==> src/rtl/tptc_pkg.sv <==
`timescale 1ns / 1ps
// ----------------------------------------------------------------------------
// tptc_pkg: shared types and constants for the tunnel peer timer control
// Widths, event codes, timer indexes, register indexes and reset values.
// ----------------------------------------------------------------------------
package tptc_pkg;

  // Countdown and jitter widths
  localparam int COUNT_WIDTH  = 24;
  localparam int JITTER_WIDTH = 10;

  // Configuration register widths
  localparam int CFG_W     = 24;
  localparam int ATT_W     = 8;
  localparam int CFG_IDX_W = 3;

  // Width that holds keepalive + rekey + jitter and the saturation limit
  localparam int SUM_W = ((CFG_W + 2) > COUNT_WIDTH) ? (CFG_W + 2) : (COUNT_WIDTH + 1);

  localparam logic [SUM_W-1:0] COUNT_MAX = SUM_W'((64'd1 << COUNT_WIDTH) - 64'd1);

  // Stream payload widths; the event mode travels on tuser
  localparam int MODE_W      = 4;
  localparam int IN_FIELDS_W = 2 + JITTER_WIDTH;
  localparam int IN_DATA_W   = ((IN_FIELDS_W + 7) / 8) * 8;
  localparam int OUT_DATA_W  = 16;

  // Timer indexes, also the order in which expiries are handled
  localparam int T_RETX  = 0;
  localparam int T_KEEP  = 1;
  localparam int T_NEWHS = 2;
  localparam int T_ZERO  = 3;
  localparam int T_PERS  = 4;
  localparam int NUM_T   = 5;

  // Reset values of the configuration registers
  localparam logic [CFG_W-1:0] REKEY_RST      = CFG_W'(5000);
  localparam logic [CFG_W-1:0] KEEPALIVE_RST  = CFG_W'(10000);
  localparam logic [CFG_W-1:0] ZERO_KEY_RST   = CFG_W'(540000);
  localparam logic [ATT_W-1:0] MAX_ATT_RST    = ATT_W'(16);
  localparam logic [CFG_W-1:0] PERSISTENT_RST = CFG_W'(0);

  localparam logic [ATT_W-1:0] ATT_SAT = {ATT_W{1'b1}};

  typedef enum logic [CFG_IDX_W-1:0] {
    REG_REKEY      = 3'd0,
    REG_KEEPALIVE  = 3'd1,
    REG_ZERO_KEY   = 3'd2,
    REG_MAX_ATT    = 3'd3,
    REG_PERSISTENT = 3'd4
  } reg_idx_e;

  typedef enum logic [MODE_W-1:0] {
    EV_TICK       = 4'd0,
    EV_DATA_SENT  = 4'd1,
    EV_DATA_RECV  = 4'd2,
    EV_AUTH_SENT  = 4'd3,
    EV_AUTH_RECV  = 4'd4,
    EV_HS_INIT    = 4'd5,
    EV_HS_DONE    = 4'd6,
    EV_SESSION    = 4'd7,
    EV_TRAVERSAL  = 4'd8
  } mode_e;

  // One countdown timer
  typedef struct packed {
    logic                   active;
    logic [COUNT_WIDTH-1:0] count;
  } tmr_t;

  // Tick result of one countdown
  typedef struct packed {
    logic expired;
    tmr_t nxt;
  } tmr_step_t;

  // Saturate an arming delay to the countdown range
  function automatic logic [COUNT_WIDTH-1:0] sat_count(input logic [SUM_W-1:0] v);
    logic [SUM_W-1:0] r;
    r = (v > COUNT_MAX) ? COUNT_MAX : v;
    return r[COUNT_WIDTH-1:0];
  endfunction

endpackage

==> src/rtl/tptc_countdown.sv <==
`timescale 1ns / 1ps
// ----------------------------------------------------------------------------
// tptc_countdown: one countdown timer step
// On a tick, an active timer at one or less expires and clears; any other
// active timer decrements. Without a tick the timer holds.
// ----------------------------------------------------------------------------
module tptc_countdown (
  input  logic               tick_i,
  input  tptc_pkg::tmr_t     cur_i,
  output tptc_pkg::tmr_step_t step_o
);

  logic at_end;

  assign at_end = (cur_i.count <= tptc_pkg::COUNT_WIDTH'(1));

  // Count down or expire
  always_comb begin
    step_o.expired = 1'b0;
    step_o.nxt     = cur_i;
    if (tick_i && cur_i.active) begin
      if (at_end) begin
        step_o.expired    = 1'b1;
        step_o.nxt.active = 1'b0;
        step_o.nxt.count  = '0;
      end else begin
        step_o.nxt.count = cur_i.count - tptc_pkg::COUNT_WIDTH'(1);
      end
    end
  end

endmodule

==> src/rtl/tunnel_peer_timer_control_core.sv <==
`timescale 1ns / 1ps
// ----------------------------------------------------------------------------
// tunnel_peer_timer_control_core: per-peer tunnel timer controller
// A result passes the input register, which loads when the event is accepted, and
// then the result register, which loads when the result stage is free to take it.
// Throughput: one event per cycle while the result stream is not stalled; the five
// countdowns and the flag logic all update together when the event advances.
// Reset clears all timers, the attempt count and the keepalive flag, and
// loads the configuration registers with their defaults; no clearing pass.
// ----------------------------------------------------------------------------
module tunnel_peer_timer_control_core (
  input  logic                                 clk_i,
  input  logic                                 rst_ni,
  // Event stream; tuser: mode[3:0]
  // tdata: jitter, link_running, peer_dead, zero pad
  input  logic                                 s_axis_tvalid,
  output logic                                 s_axis_tready,
  input  logic [tptc_pkg::IN_DATA_W-1:0]       s_axis_tdata,
  input  logic [tptc_pkg::MODE_W-1:0]          s_axis_tuser,
  // Result stream; tdata: send_initiation, initiation_retry, send_keepalive,
  // clear_endpoint_src, purge_staged, zero_keys, attempt_count[7:0], zero pad
  output logic                                 m_axis_tvalid,
  input  logic                                 m_axis_tready,
  output logic [tptc_pkg::OUT_DATA_W-1:0]      m_axis_tdata,
  // Configuration write channel
  input  logic                                 cfg_valid_i,
  output logic                                 cfg_ready_o,
  input  logic [tptc_pkg::CFG_IDX_W-1:0]       cfg_index_i,
  input  logic [tptc_pkg::CFG_W-1:0]           cfg_data_i
);

  localparam int JW = tptc_pkg::JITTER_WIDTH;
  localparam int SW = tptc_pkg::SUM_W;
  localparam int CW = tptc_pkg::COUNT_WIDTH;

  // Configuration registers
  logic [tptc_pkg::CFG_W-1:0] rekey_q, keepalive_q, zero_key_q, persistent_q;
  logic [tptc_pkg::ATT_W-1:0] max_att_q;

  // Input stage
  logic                             in_valid_q;
  logic [tptc_pkg::MODE_W-1:0]      in_user_q;
  logic [tptc_pkg::IN_FIELDS_W-1:0] in_data_q;

  // Result stage
  logic                           out_valid_q, out_valid_d;
  logic [tptc_pkg::OUT_DATA_W-1:0] out_data_q, out_data_d;

  // Peer state
  tptc_pkg::tmr_t             tmr_q [tptc_pkg::NUM_T];
  tptc_pkg::tmr_t             tmr_d [tptc_pkg::NUM_T];
  tptc_pkg::tmr_step_t        step  [tptc_pkg::NUM_T];
  logic [tptc_pkg::ATT_W-1:0] att_q, att_d;
  logic                       nak_q, nak_d;

  logic advance;

  // Decoded event fields
  tptc_pkg::mode_e mode;
  logic [JW-1:0]   jitter;
  logic            link, dead, ok, tick;

  // Arming delays
  logic [CW-1:0] d_retx, d_newhs, d_keep, d_zero, d_pers;

  // Action flags
  logic s_init, retry, s_keep, clr, purge, zk, keep_exp;

  assign cfg_ready_o   = 1'b1;
  assign advance       = in_valid_q && (!out_valid_q || m_axis_tready);
  assign s_axis_tready = !in_valid_q || advance;
  assign m_axis_tvalid = out_valid_q;
  assign m_axis_tdata  = out_data_q;

  assign mode   = tptc_pkg::mode_e'(in_user_q);
  assign jitter = in_data_q[0 +: JW];
  assign link   = in_data_q[JW];
  assign dead   = in_data_q[JW + 1];
  assign ok     = link && !dead;
  assign tick   = (mode == tptc_pkg::EV_TICK);

  assign d_retx  = tptc_pkg::sat_count(SW'(rekey_q) + SW'(jitter));
  assign d_newhs = tptc_pkg::sat_count(SW'(keepalive_q) + SW'(rekey_q) + SW'(jitter));
  assign d_keep  = tptc_pkg::sat_count(SW'(keepalive_q));
  assign d_zero  = tptc_pkg::sat_count(SW'(zero_key_q));
  assign d_pers  = tptc_pkg::sat_count(SW'(persistent_q));

  // Step every countdown in parallel
  for (genvar g = 0; g < tptc_pkg::NUM_T; g++) begin : g_cd
    tptc_countdown u_cd (
      .tick_i (tick),
      .cur_i  (tmr_q[g]),
      .step_o (step[g])
    );
  end

  // Event handling
  always_comb begin
    for (int i = 0; i < tptc_pkg::NUM_T; i++) begin
      tmr_d[i] = tmr_q[i];
    end
    att_d    = att_q;
    nak_d    = nak_q;
    s_init   = 1'b0;
    retry    = 1'b0;
    s_keep   = 1'b0;
    clr      = 1'b0;
    purge    = 1'b0;
    zk       = 1'b0;
    keep_exp = 1'b0;

    case (mode)
      tptc_pkg::EV_TICK: begin
        for (int i = 0; i < tptc_pkg::NUM_T; i++) begin
          tmr_d[i] = step[i].nxt;
        end
        keep_exp = step[tptc_pkg::T_KEEP].expired;
        // Retransmit: retry or give up
        if (step[tptc_pkg::T_RETX].expired) begin
          if (att_q > max_att_q) begin
            tmr_d[tptc_pkg::T_KEEP] = '0;
            keep_exp = 1'b0;
            purge    = 1'b1;
            if (!tmr_q[tptc_pkg::T_ZERO].active && ok) begin
              tmr_d[tptc_pkg::T_ZERO] = {1'b1, d_zero};
            end
          end else begin
            if (att_q != tptc_pkg::ATT_SAT) begin
              att_d = att_q + tptc_pkg::ATT_W'(1);
            end
            clr    = 1'b1;
            s_init = 1'b1;
            retry  = 1'b1;
          end
        end
        // Passive keepalive
        if (keep_exp) begin
          s_keep = 1'b1;
          if (nak_q) begin
            nak_d = 1'b0;
            if (ok) begin
              tmr_d[tptc_pkg::T_KEEP] = {1'b1, d_keep};
            end
          end
        end
        // New handshake overrides the retry marking
        if (step[tptc_pkg::T_NEWHS].expired) begin
          clr    = 1'b1;
          s_init = 1'b1;
          retry  = 1'b0;
        end
        if (step[tptc_pkg::T_ZERO].expired && !dead) begin
          zk = 1'b1;
        end
        if (step[tptc_pkg::T_PERS].expired && (persistent_q != '0)) begin
          s_keep = 1'b1;
        end
      end
      tptc_pkg::EV_DATA_SENT: begin
        if (!tmr_q[tptc_pkg::T_NEWHS].active && ok) begin
          tmr_d[tptc_pkg::T_NEWHS] = {1'b1, d_newhs};
        end
      end
      tptc_pkg::EV_DATA_RECV: begin
        if (link) begin
          if (!tmr_q[tptc_pkg::T_KEEP].active) begin
            if (ok) begin
              tmr_d[tptc_pkg::T_KEEP] = {1'b1, d_keep};
            end
          end else begin
            nak_d = 1'b1;
          end
        end
      end
      tptc_pkg::EV_AUTH_SENT: begin
        tmr_d[tptc_pkg::T_KEEP] = '0;
      end
      tptc_pkg::EV_AUTH_RECV: begin
        tmr_d[tptc_pkg::T_NEWHS] = '0;
      end
      tptc_pkg::EV_HS_INIT: begin
        if (ok) begin
          tmr_d[tptc_pkg::T_RETX] = {1'b1, d_retx};
        end
      end
      tptc_pkg::EV_HS_DONE: begin
        tmr_d[tptc_pkg::T_RETX] = '0;
        att_d = '0;
      end
      tptc_pkg::EV_SESSION: begin
        if (ok) begin
          tmr_d[tptc_pkg::T_ZERO] = {1'b1, d_zero};
        end
      end
      tptc_pkg::EV_TRAVERSAL: begin
        if (ok && (persistent_q != '0)) begin
          tmr_d[tptc_pkg::T_PERS] = {1'b1, d_pers};
        end
      end
      default: begin
      end
    endcase
  end

  // Pack result and advance the result stage
  always_comb begin
    out_data_d  = {2'b00, att_d, zk, purge, clr, s_keep, retry, s_init};
    out_valid_d = out_valid_q;
    if (advance) begin
      out_valid_d = 1'b1;
    end else if (m_axis_tready) begin
      out_valid_d = 1'b0;
    end
  end

  // Hold input and result stages
  always_ff @(posedge clk_i or negedge rst_ni) begin
    if (!rst_ni) begin
      in_valid_q  <= 1'b0;
      out_valid_q <= 1'b0;
    end else begin
      out_valid_q <= out_valid_d;
      if (s_axis_tready) begin
        in_valid_q <= s_axis_tvalid;
      end
    end
  end

  always_ff @(posedge clk_i) begin
    if (s_axis_tready && s_axis_tvalid) begin
      in_user_q <= s_axis_tuser;
      in_data_q <= s_axis_tdata[tptc_pkg::IN_FIELDS_W-1:0];
    end
    if (advance) begin
      out_data_q <= out_data_d;
    end
  end

  // Update peer state once per transaction
  always_ff @(posedge clk_i or negedge rst_ni) begin
    if (!rst_ni) begin
      for (int i = 0; i < tptc_pkg::NUM_T; i++) begin
        tmr_q[i] <= '0;
      end
      att_q <= '0;
      nak_q <= 1'b0;
    end else if (advance) begin
      for (int i = 0; i < tptc_pkg::NUM_T; i++) begin
        tmr_q[i] <= tmr_d[i];
      end
      att_q <= att_d;
      nak_q <= nak_d;
    end
  end

  // Configuration writes
  always_ff @(posedge clk_i or negedge rst_ni) begin
    if (!rst_ni) begin
      rekey_q      <= tptc_pkg::REKEY_RST;
      keepalive_q  <= tptc_pkg::KEEPALIVE_RST;
      zero_key_q   <= tptc_pkg::ZERO_KEY_RST;
      max_att_q    <= tptc_pkg::MAX_ATT_RST;
      persistent_q <= tptc_pkg::PERSISTENT_RST;
    end else if (cfg_valid_i && cfg_ready_o) begin
      case (tptc_pkg::reg_idx_e'(cfg_index_i))
        tptc_pkg::REG_REKEY:      rekey_q      <= cfg_data_i;
        tptc_pkg::REG_KEEPALIVE:  keepalive_q  <= cfg_data_i;
        tptc_pkg::REG_ZERO_KEY:   zero_key_q   <= cfg_data_i;
        tptc_pkg::REG_MAX_ATT:    max_att_q    <= cfg_data_i[tptc_pkg::ATT_W-1:0];
        tptc_pkg::REG_PERSISTENT: persistent_q <= cfg_data_i;
        default: begin
        end
      endcase
    end
  end

  // Checks
  a_retry_needs_init: assert property (@(posedge clk_i) disable iff (!rst_ni)
    m_axis_tvalid |-> (!m_axis_tdata[1] || m_axis_tdata[0]))
    else $error("initiation_retry without send_initiation");

  a_purge_no_retry: assert property (@(posedge clk_i) disable iff (!rst_ni)
    (m_axis_tvalid && m_axis_tdata[4]) |-> !m_axis_tdata[1])
    else $error("give-up and retry in one result");

  a_state_holds: assert property (@(posedge clk_i) disable iff (!rst_ni)
    !advance |=> ($stable(att_q) && $stable(nak_q)))
    else $error("peer state changed without a transaction");

  a_input_holds: assert property (@(posedge clk_i) disable iff (!rst_ni)
    (in_valid_q && !advance) |=>
      (in_valid_q && $stable(in_user_q) && $stable(in_data_q)))
    else $error("stalled event lost from input stage");

endmodule

==> config.mk <==
export PLATFORM = sky130hd
export DESIGN_NAME = tunnel_peer_timer_control_core
export DESIGN_NICKNAME = d
export VERILOG_FILES = /design/src/rtl/tptc_pkg.sv /design/src/rtl/tptc_countdown.sv /design/src/rtl/tunnel_peer_timer_control_core.sv
export SDC_FILE = /design/constraint.sdc
export NUM_CORES = 1
export LEC_CHECK = 0
export ABC_AREA = 1
export BUFFER_PORTS_ARGS = -buffer_cell sky130_fd_sc_hd__buf_2
export CAP_MARGIN = 20
export CORE_MARGIN = 2
export CORE_UTILIZATION = 64
export DETAILED_ROUTE_END_ITERATION = 6
export PLACE_DENSITY = 0.91
export SLEW_MARGIN = 20
export SYNTH_ARGS = -nofsm -noshare
export SYNTH_HDL_FRONTEND = slang
export SYNTH_HIERARCHICAL = 1
export SYNTH_SLANG_ARGS = --single-unit
==> constraint.sdc <==
create_clock -name clk_i -period 3.6 [get_ports clk_i]
set_clock_uncertainty 0.05 [all_clocks]
set_input_delay 0.36 -clock clk_i [delete_from_list [all_inputs] [get_ports clk_i]]
set_output_delay 0.36 -clock clk_i [all_outputs]
set_load 0.005 [all_outputs]
## Word-level counts from Yosys, hierarchy flattened

Cells that the tools add are included.

| cells by class | value |
|---|---|
| add/subtract/negate cells | 9 |
| multiply operators | 0 |
| divide/modulo/power cells | 0 |
| $lt $le $gt $ge | 8 |
| equality and inequality tests | 28 |
| shift-type cells | 0 |
| mux-type cells | 58 |
| bitwise operators | 1 |
| reduce and logical (&&, ||, !) cells | 47 |

Operators with widths:

| kind | number |
|---|---|
| 2-to-1 mux 25 bit | 15 |
| case mux 25 bit (3 select lines) | 3 |
| 2-to-1 mux 24 bit | 7 |
| 2-to-1 mux 26 bit | 5 |
| less-or-equal comparator 24 x 1 -> 1 bit (second input constant) | 5 |
| subtractor 24 x 1 -> 24 bit (second input constant) | 5 |
| case mux 25 bit (2 select lines) | 2 |
| adder 25 x 10 -> 26 bit | 1 |
| > comparator 26 x 24 -> 1 bit (second input constant) | 1 |
| adder 24 x 10 -> 25 bit | 1 |
| adder 24 x 24 -> 25 bit | 1 |
| > comparator 25 x 24 -> 1 bit (second input constant) | 1 |
| AND reduction 5 bit | 5 |
| 2-to-1 mux 8 bit | 3 |
| nonzero test 24 bit | 1 |
| != test 2 bit (second input constant) | 11 |
| == test 4 x 3 -> 1 bit (second input constant) | 4 |
| 2-to-1 mux 1 bit | 16 |
| case mux 8 bit (2 select lines) | 1 |
| logical AND 1 bit | 13 |
| AND reduction 2 bit | 6 |
| AND reduction 4 bit | 3 |
| 2-to-1 mux 2 bit | 5 |
| nonzero test 3 bit | 3 |
| 19 further kinds | 33 |

| storage, ports and cells | value |
|---|---|
| register bits | 270 |
| bits in latches | 0 |
| memory bits (writable) | 0 |
| memory bits (read-only) | 0 |
| output and inout port bits | 19 |
| word-level logic and storage cells | 176 |
| memories | 0 |

## Logic depth before layout (Yosys ltp)

| logic depth | value |
|---|---|
| word-level depth | 9 |
| mapped depth | 19 |

## Hierarchy

Netlist, hierarchy kept.

Modules (own cells, without submodules):

| module | times used | cells an instance | area each (sq um) | seq. area each (sq um) |
|---|---|---|---|---|
| tunnel_peer_timer_control_core | 1 | 1,981 | 15,377.2 | 6,900.4 |
| tptc_countdown (g_cd[0].u_cd ...) | 4 | 207 | 933.4 | 0.0 |
| tptc_countdown (g_cd[1].u_cd) | 1 | 207 | 1,004.7 | 0.0 |

## Worst setup path before layout

OpenSTA, ideal clock, no wires.

| path | value |
|---|---|
| path type | register to register |
| from | register in_data_q[1] in the netlist's numbering |
| to | register tmr_q[63] in the netlist's numbering |
| setup time | 0.077 ns |
| arrival time | 2.704 ns |
| required time | 3.473 ns |
| slack | 0.769 ns |
| stages on the path, launching flop included | 18 |
| period minus slack after synthesis | 2.831 ns |
| cell sequence | edfxtp_1 inv_1 fa_1 inv_1 ha_1 inv_1 fa_1 nand3b_1 nand2_1 nand2_1 nand2_1 nand2_1 inv_1 nor2_1 nand3_2 clkbuf_1 o21ai_0 a21oi_1 |

| on the way | value |
|---|---|
| cells in the longest elaborated chain, start to end | 5 |

RTL lines:

| what | line | source |
|---|---|---|
| from (decl) | tunnel_peer_timer_control_core.sv:43 | `logic [tptc_pkg::IN_FIELDS_W-1:0] in_data_q;` |
| from (signal assigned) | tunnel_peer_timer_control_core.sv:232 | `in_data_q <= s_axis_tdata[tptc_pkg::IN_FIELDS_W-1:0];` |
| adder 25 x 10 -> 26 bit (*) | tunnel_peer_timer_control_core.sv:83 | `assign d_newhs = tptc_pkg::sat_count(SW'(keepalive_q) + SW'(rekey_q) + SW'(jitter));` |
| > comparator 26 x 24 -> 1 bit | tptc_pkg.sv:80 | `r = (v > COUNT_MAX) ? COUNT_MAX : v;` |
| 2-to-1 mux 24 bit (*) | tptc_pkg.sv:80 |  |
| 2-to-1 mux 25 bit (*) | tunnel_peer_timer_control_core.sv:160 | `if (!tmr_q[tptc_pkg::T_NEWHS].active && ok) begin` |
| case mux 25 bit (3 select lines) (*) | tunnel_peer_timer_control_core.sv:112 | `case (mode)` |
| to (signal, indexed assignment) | tunnel_peer_timer_control_core.sv:249 | `tmr_q[i] <= tmr_d[i];` |
| to (decl) | tunnel_peer_timer_control_core.sv:50 | `tptc_pkg::tmr_t tmr_q [tptc_pkg::NUM_T];` |

Mark *: on every way between the ends. The rest lies on a longest branch, timed or not. The select of a mux whose other input is x is not followed.
A chain may end at the register's enable or synchronous reset.

## Worst setup path in the final report

| path | value |
|---|---|
| from | register rekey_q[1] in the netlist's numbering |
| to | register tmr_q[68] in the netlist's numbering |

| on the way | value |
|---|---|
| cells in the longest elaborated chain, start to end | 6 |

RTL lines:

| what | line | source |
|---|---|---|
| from (decl) | tunnel_peer_timer_control_core.sv:37 | `logic [tptc_pkg::CFG_W-1:0] rekey_q, keepalive_q, zero_key_q, persistent_q;` |
| from (signal assigned) | tunnel_peer_timer_control_core.sv:259 | `rekey_q <= tptc_pkg::REKEY_RST;` |
| from (signal assigned) | tunnel_peer_timer_control_core.sv:266 | `tptc_pkg::REG_REKEY: rekey_q <= cfg_data_i;` |
| adder 24 x 24 -> 25 bit (*) | tunnel_peer_timer_control_core.sv:83 |  |
| adder 25 x 10 -> 26 bit (*) | tunnel_peer_timer_control_core.sv:83 |  |
| > comparator 26 x 24 -> 1 bit | tptc_pkg.sv:80 |  |
| 2-to-1 mux 24 bit (*) | tptc_pkg.sv:80 |  |
| 2-to-1 mux 25 bit (*) | tunnel_peer_timer_control_core.sv:160 |  |
| case mux 25 bit (3 select lines) (*) | tunnel_peer_timer_control_core.sv:112 |  |

Marked as above.

==> results.sh <==
export IMPL_yosys_warnings=6
export IMPL_io_buffers=63
export IMPL_worst_pin_slew_ns=0.994
export IMPL_fin_ws_ns=0.239
export IMPL_power_switching_w=0.00619
export IMPL_crit_path_end_kind="flop"
export IMPL_cts_root_buf="clkbuf_16"
export IMPL_worstPathRequired_ns=4.00
export IMPL_setup_viol=0
export IMPL_cts_num_sinks=269
export IMPL_grt_pass1_vias=18923
export IMPL_die_y_um=181
export IMPL_final_nets=3197
export IMPL_syn2layout_area_growth_pct=9.64
export IMPL_post_dp_hpwl_um=41800
export IMPL_fill_cells=2448
export IMPL_dp_cells=3413
export IMPL_via_count=20217
export IMPL_io_pins=71
export IMPL_p_leak_nw=11.1
export IMPL_maxSlewHeadroom_pct=33.6
export IMPL_cts_resized=0
export IMPL_antenna_found_initial=2
export IMPL_route_detailed_drc=0
export IMPL_postCtsHoldBufs=18
export IMPL_ant_nets=0
export IMPL_post_drt_wl_per_cell_um=16.9
export IMPL_netlist_cell_type_count=50
export IMPL_clock_fmax_mhz=298
export IMPL_synth_seq_cells=269
export IMPL_dr_pass1_iters=6
export IMPL_clk_pin_slew_ns=0.07
export IMPL_setup_worst_path_start_class="flop"
export IMPL_synth_ff_type="dfrtp_1"
export IMPL_critPathKind="reg -> reg"
export IMPL_cap_violations=0
export IMPL_hold_viol_final=0
export IMPL_track_usage_pct=35.7
export IMPL_hold_class="in -> reg"
export IMPL_status="completed"
export IMPL_core_region_area_um2=30700
export IMPL_cts_made_buffers=30
export IMPL_clkLatencyLatePin_ns=0.58
export IMPL_clkPwrFrac_pct=24.4
export IMPL_die_w_um=181
export IMPL_path_max_fanout=18
export IMPL_row_count=64
export IMPL_grt_ovfl_total=0
export IMPL_max_vdd_ir_drop_mv=0.491
export IMPL_layoutNonFillerInstCount=3488
export IMPL_syn_inst=3016
export IMPL_netSwitchingFraction_pct=42.1
export IMPL_arrival_ns=3.76
export IMPL_final_cell_mix="nand2_1, nor2_1, inv_1"
export IMPL_p_seq_share_pct=36.2
export IMPL_post_cts_buffers=0
export IMPL_finalSetupTns_ns=0
export IMPL_htree_levels=1
export IMPL_syn_mean_instance_area_um2=6.67
export IMPL_fp_dieArea_um2=32900
export IMPL_period_share_pct=93.4
export IMPL_drive_gt1_share_pct=9.77
export IMPL_pwr_density_cell_nw_per_um2=667
export IMPL_power_frac_comb_pct=39.5
export IMPL_intPower_w=0.00852
export IMPL_layout_commonest_cell="nand2_1"
export IMPL_grt_max_degree=99
export IMPL_routed_via_density=5.80
export IMPL_syn_area_um2=20100
export IMPL_cts_tree="done"
export IMPL_synth_edf_count=29
export IMPL_drtIter0Drc=2157
export IMPL_ys_async_sr_fraction_pct=89.2
export IMPL_grt_setup_unrepaired="no"
export IMPL_routed_wl_um=59000
export IMPL_slew_violations=0
export IMPL_place_congestion=0.991
export IMPL_grt_pass1_wl_um=94900
export IMPL_cts_path_max_buffers=3
export IMPL_min_period_ns=3.36
export IMPL_initial_core_util_pct=65.4
export IMPL_ys_seq_area_share_pct=34.3
export IMPL_pre_cts_ws_ns=0.320
==> cells in the mapped netlist (all sizes together) (5+ instances only) <==
cell	number	area, um2
o211ai	25	188
nor3	16	85.1
xor2	30	263
dfstp	19	499
nand3b	21	158
fa	12	240
nand4	36	300
and2	6	37.5
a21oi	209	1110
clkbuf	54	203
xnor2	30	263
buf	37	263
or2	24	150
inv	370	1390
nand2	877	3360
clkinv	5	20.0
a21boi	18	135
nand3	159	831
o21a	7	52.6
edfxtp	29	871
o21ai	187	951
a21o	5	37.5
ha	66	826
nor2	542	2280
dfrtp	221	5530
==> routing by layer <==
layer	track usage, %	wire length, um	up-vias
met4	17.4	2990	2
met1	45.7	23400	9379
met3	5.76	4960	211
met2	59.3	27600	975
met5	0	13	-
li1	-	-	9650
==> path summary, 6_finish.rpt <==
check	cells after the start	startpoint	endpoint	slack, ns
worst max-delay path	16	rekey_q[1]	tmr_q[68]	0.24
worst min-delay path	4	m_axis_tready	m_axis_tvalid	0.02
max in group asynchronous	3	rst_ni	max_att_q[4]	2.15
worst min register to register	2	d_pers[19]	d_pers[19]	0.44
worst max register to register	16	rekey_q[1]	tmr_q[68]	0.24
min in group asynchronous	2	rst_ni	tmr_q[68]	0.34
==> layout make-up <==
class / count / area, um2 / area share (%)
Antenna cell: 2 / 5.00 / 0.0227
Clock buffer: 43 / 901 / 4.08
Clock inverter: 12 / 244 / 1.11
Inverter: 375 / 1410 / 6.40
Multi-Input combinational cell: 2282 / 11400 / 51.5
Sequential cell: 269 / 6900 / 31.3
Tap cell: 396 / 495 / 2.25
Timing Repair Buffer: 109 / 741 / 3.36
==> worst max-delay path: stages, from the launching register on <==
cell and delay [ns]:
dfrtp_1 0.37, inv_1 0.10, fa_1 0.54, inv_1 0.05, ha_1 0.27, inv_1 0.10, fa_1 0.20, nand3b_1 0.11
nand2_1 0.11, nand2_1 0.09, nand2_1 0.15, nand2_1 0.11, inv_1 0.04, nor2_1 0.16, nand3_2 0.33, o21ai_0 0.35
a21boi_1 0.10
==> through the flow <==
stage	util (%)	power [W]	hold slack, ns	cell area (um2)
detailed placement	67.4	0.0109	0.414	20700
global route	71.7	0.0158	0.0434	22000
global placement	67.4	0.0106	0.402	20700
CTS	71.7	0.0146	0.0181	22000
finish	71.7	0.0147	0.0249	22100
floorplan	-	0.00938	0.0144	20100
==> power by group through the flow <==
| stage | registers [W] | logic, W | clock network, W |
|---|---|---|---|
| after CTS | 0.00527 | 0.00573 | 0.00358 |
| after detailed placement | 0.00530 | 0.00563 | 0 |
| after floorplan | 0.00492 | 0.00446 | 0 |
| after global placement | 0.00525 | 0.00539 | 0 |
| after global routing | 0.00543 | 0.00661 | 0.00371 |
| final | 0.00532 | 0.00580 | 0.00358 |
==> registers in the layout, summed over array words and instances (netlist names), 8 cells and up <==
register and flops:
max_att_q 8, d_keep 24, m_axis_tdata 13, in_data_q 12
rekey_q 24, att_q 8, d_zero 24, tmr_q 125
d_pers 24
==> kinds of logic after synthesis <==
family	synth area share, %
and+or+nand+nor	35.9
buffers and inverters	9.33
AOI/OAI and AO/OA	12.5
DFF	34.3
adders and majority gates	5.30
xor gates and xnor gates	2.61
other	0.0373
No activity file was read; power rests on OpenSTA's default activity.
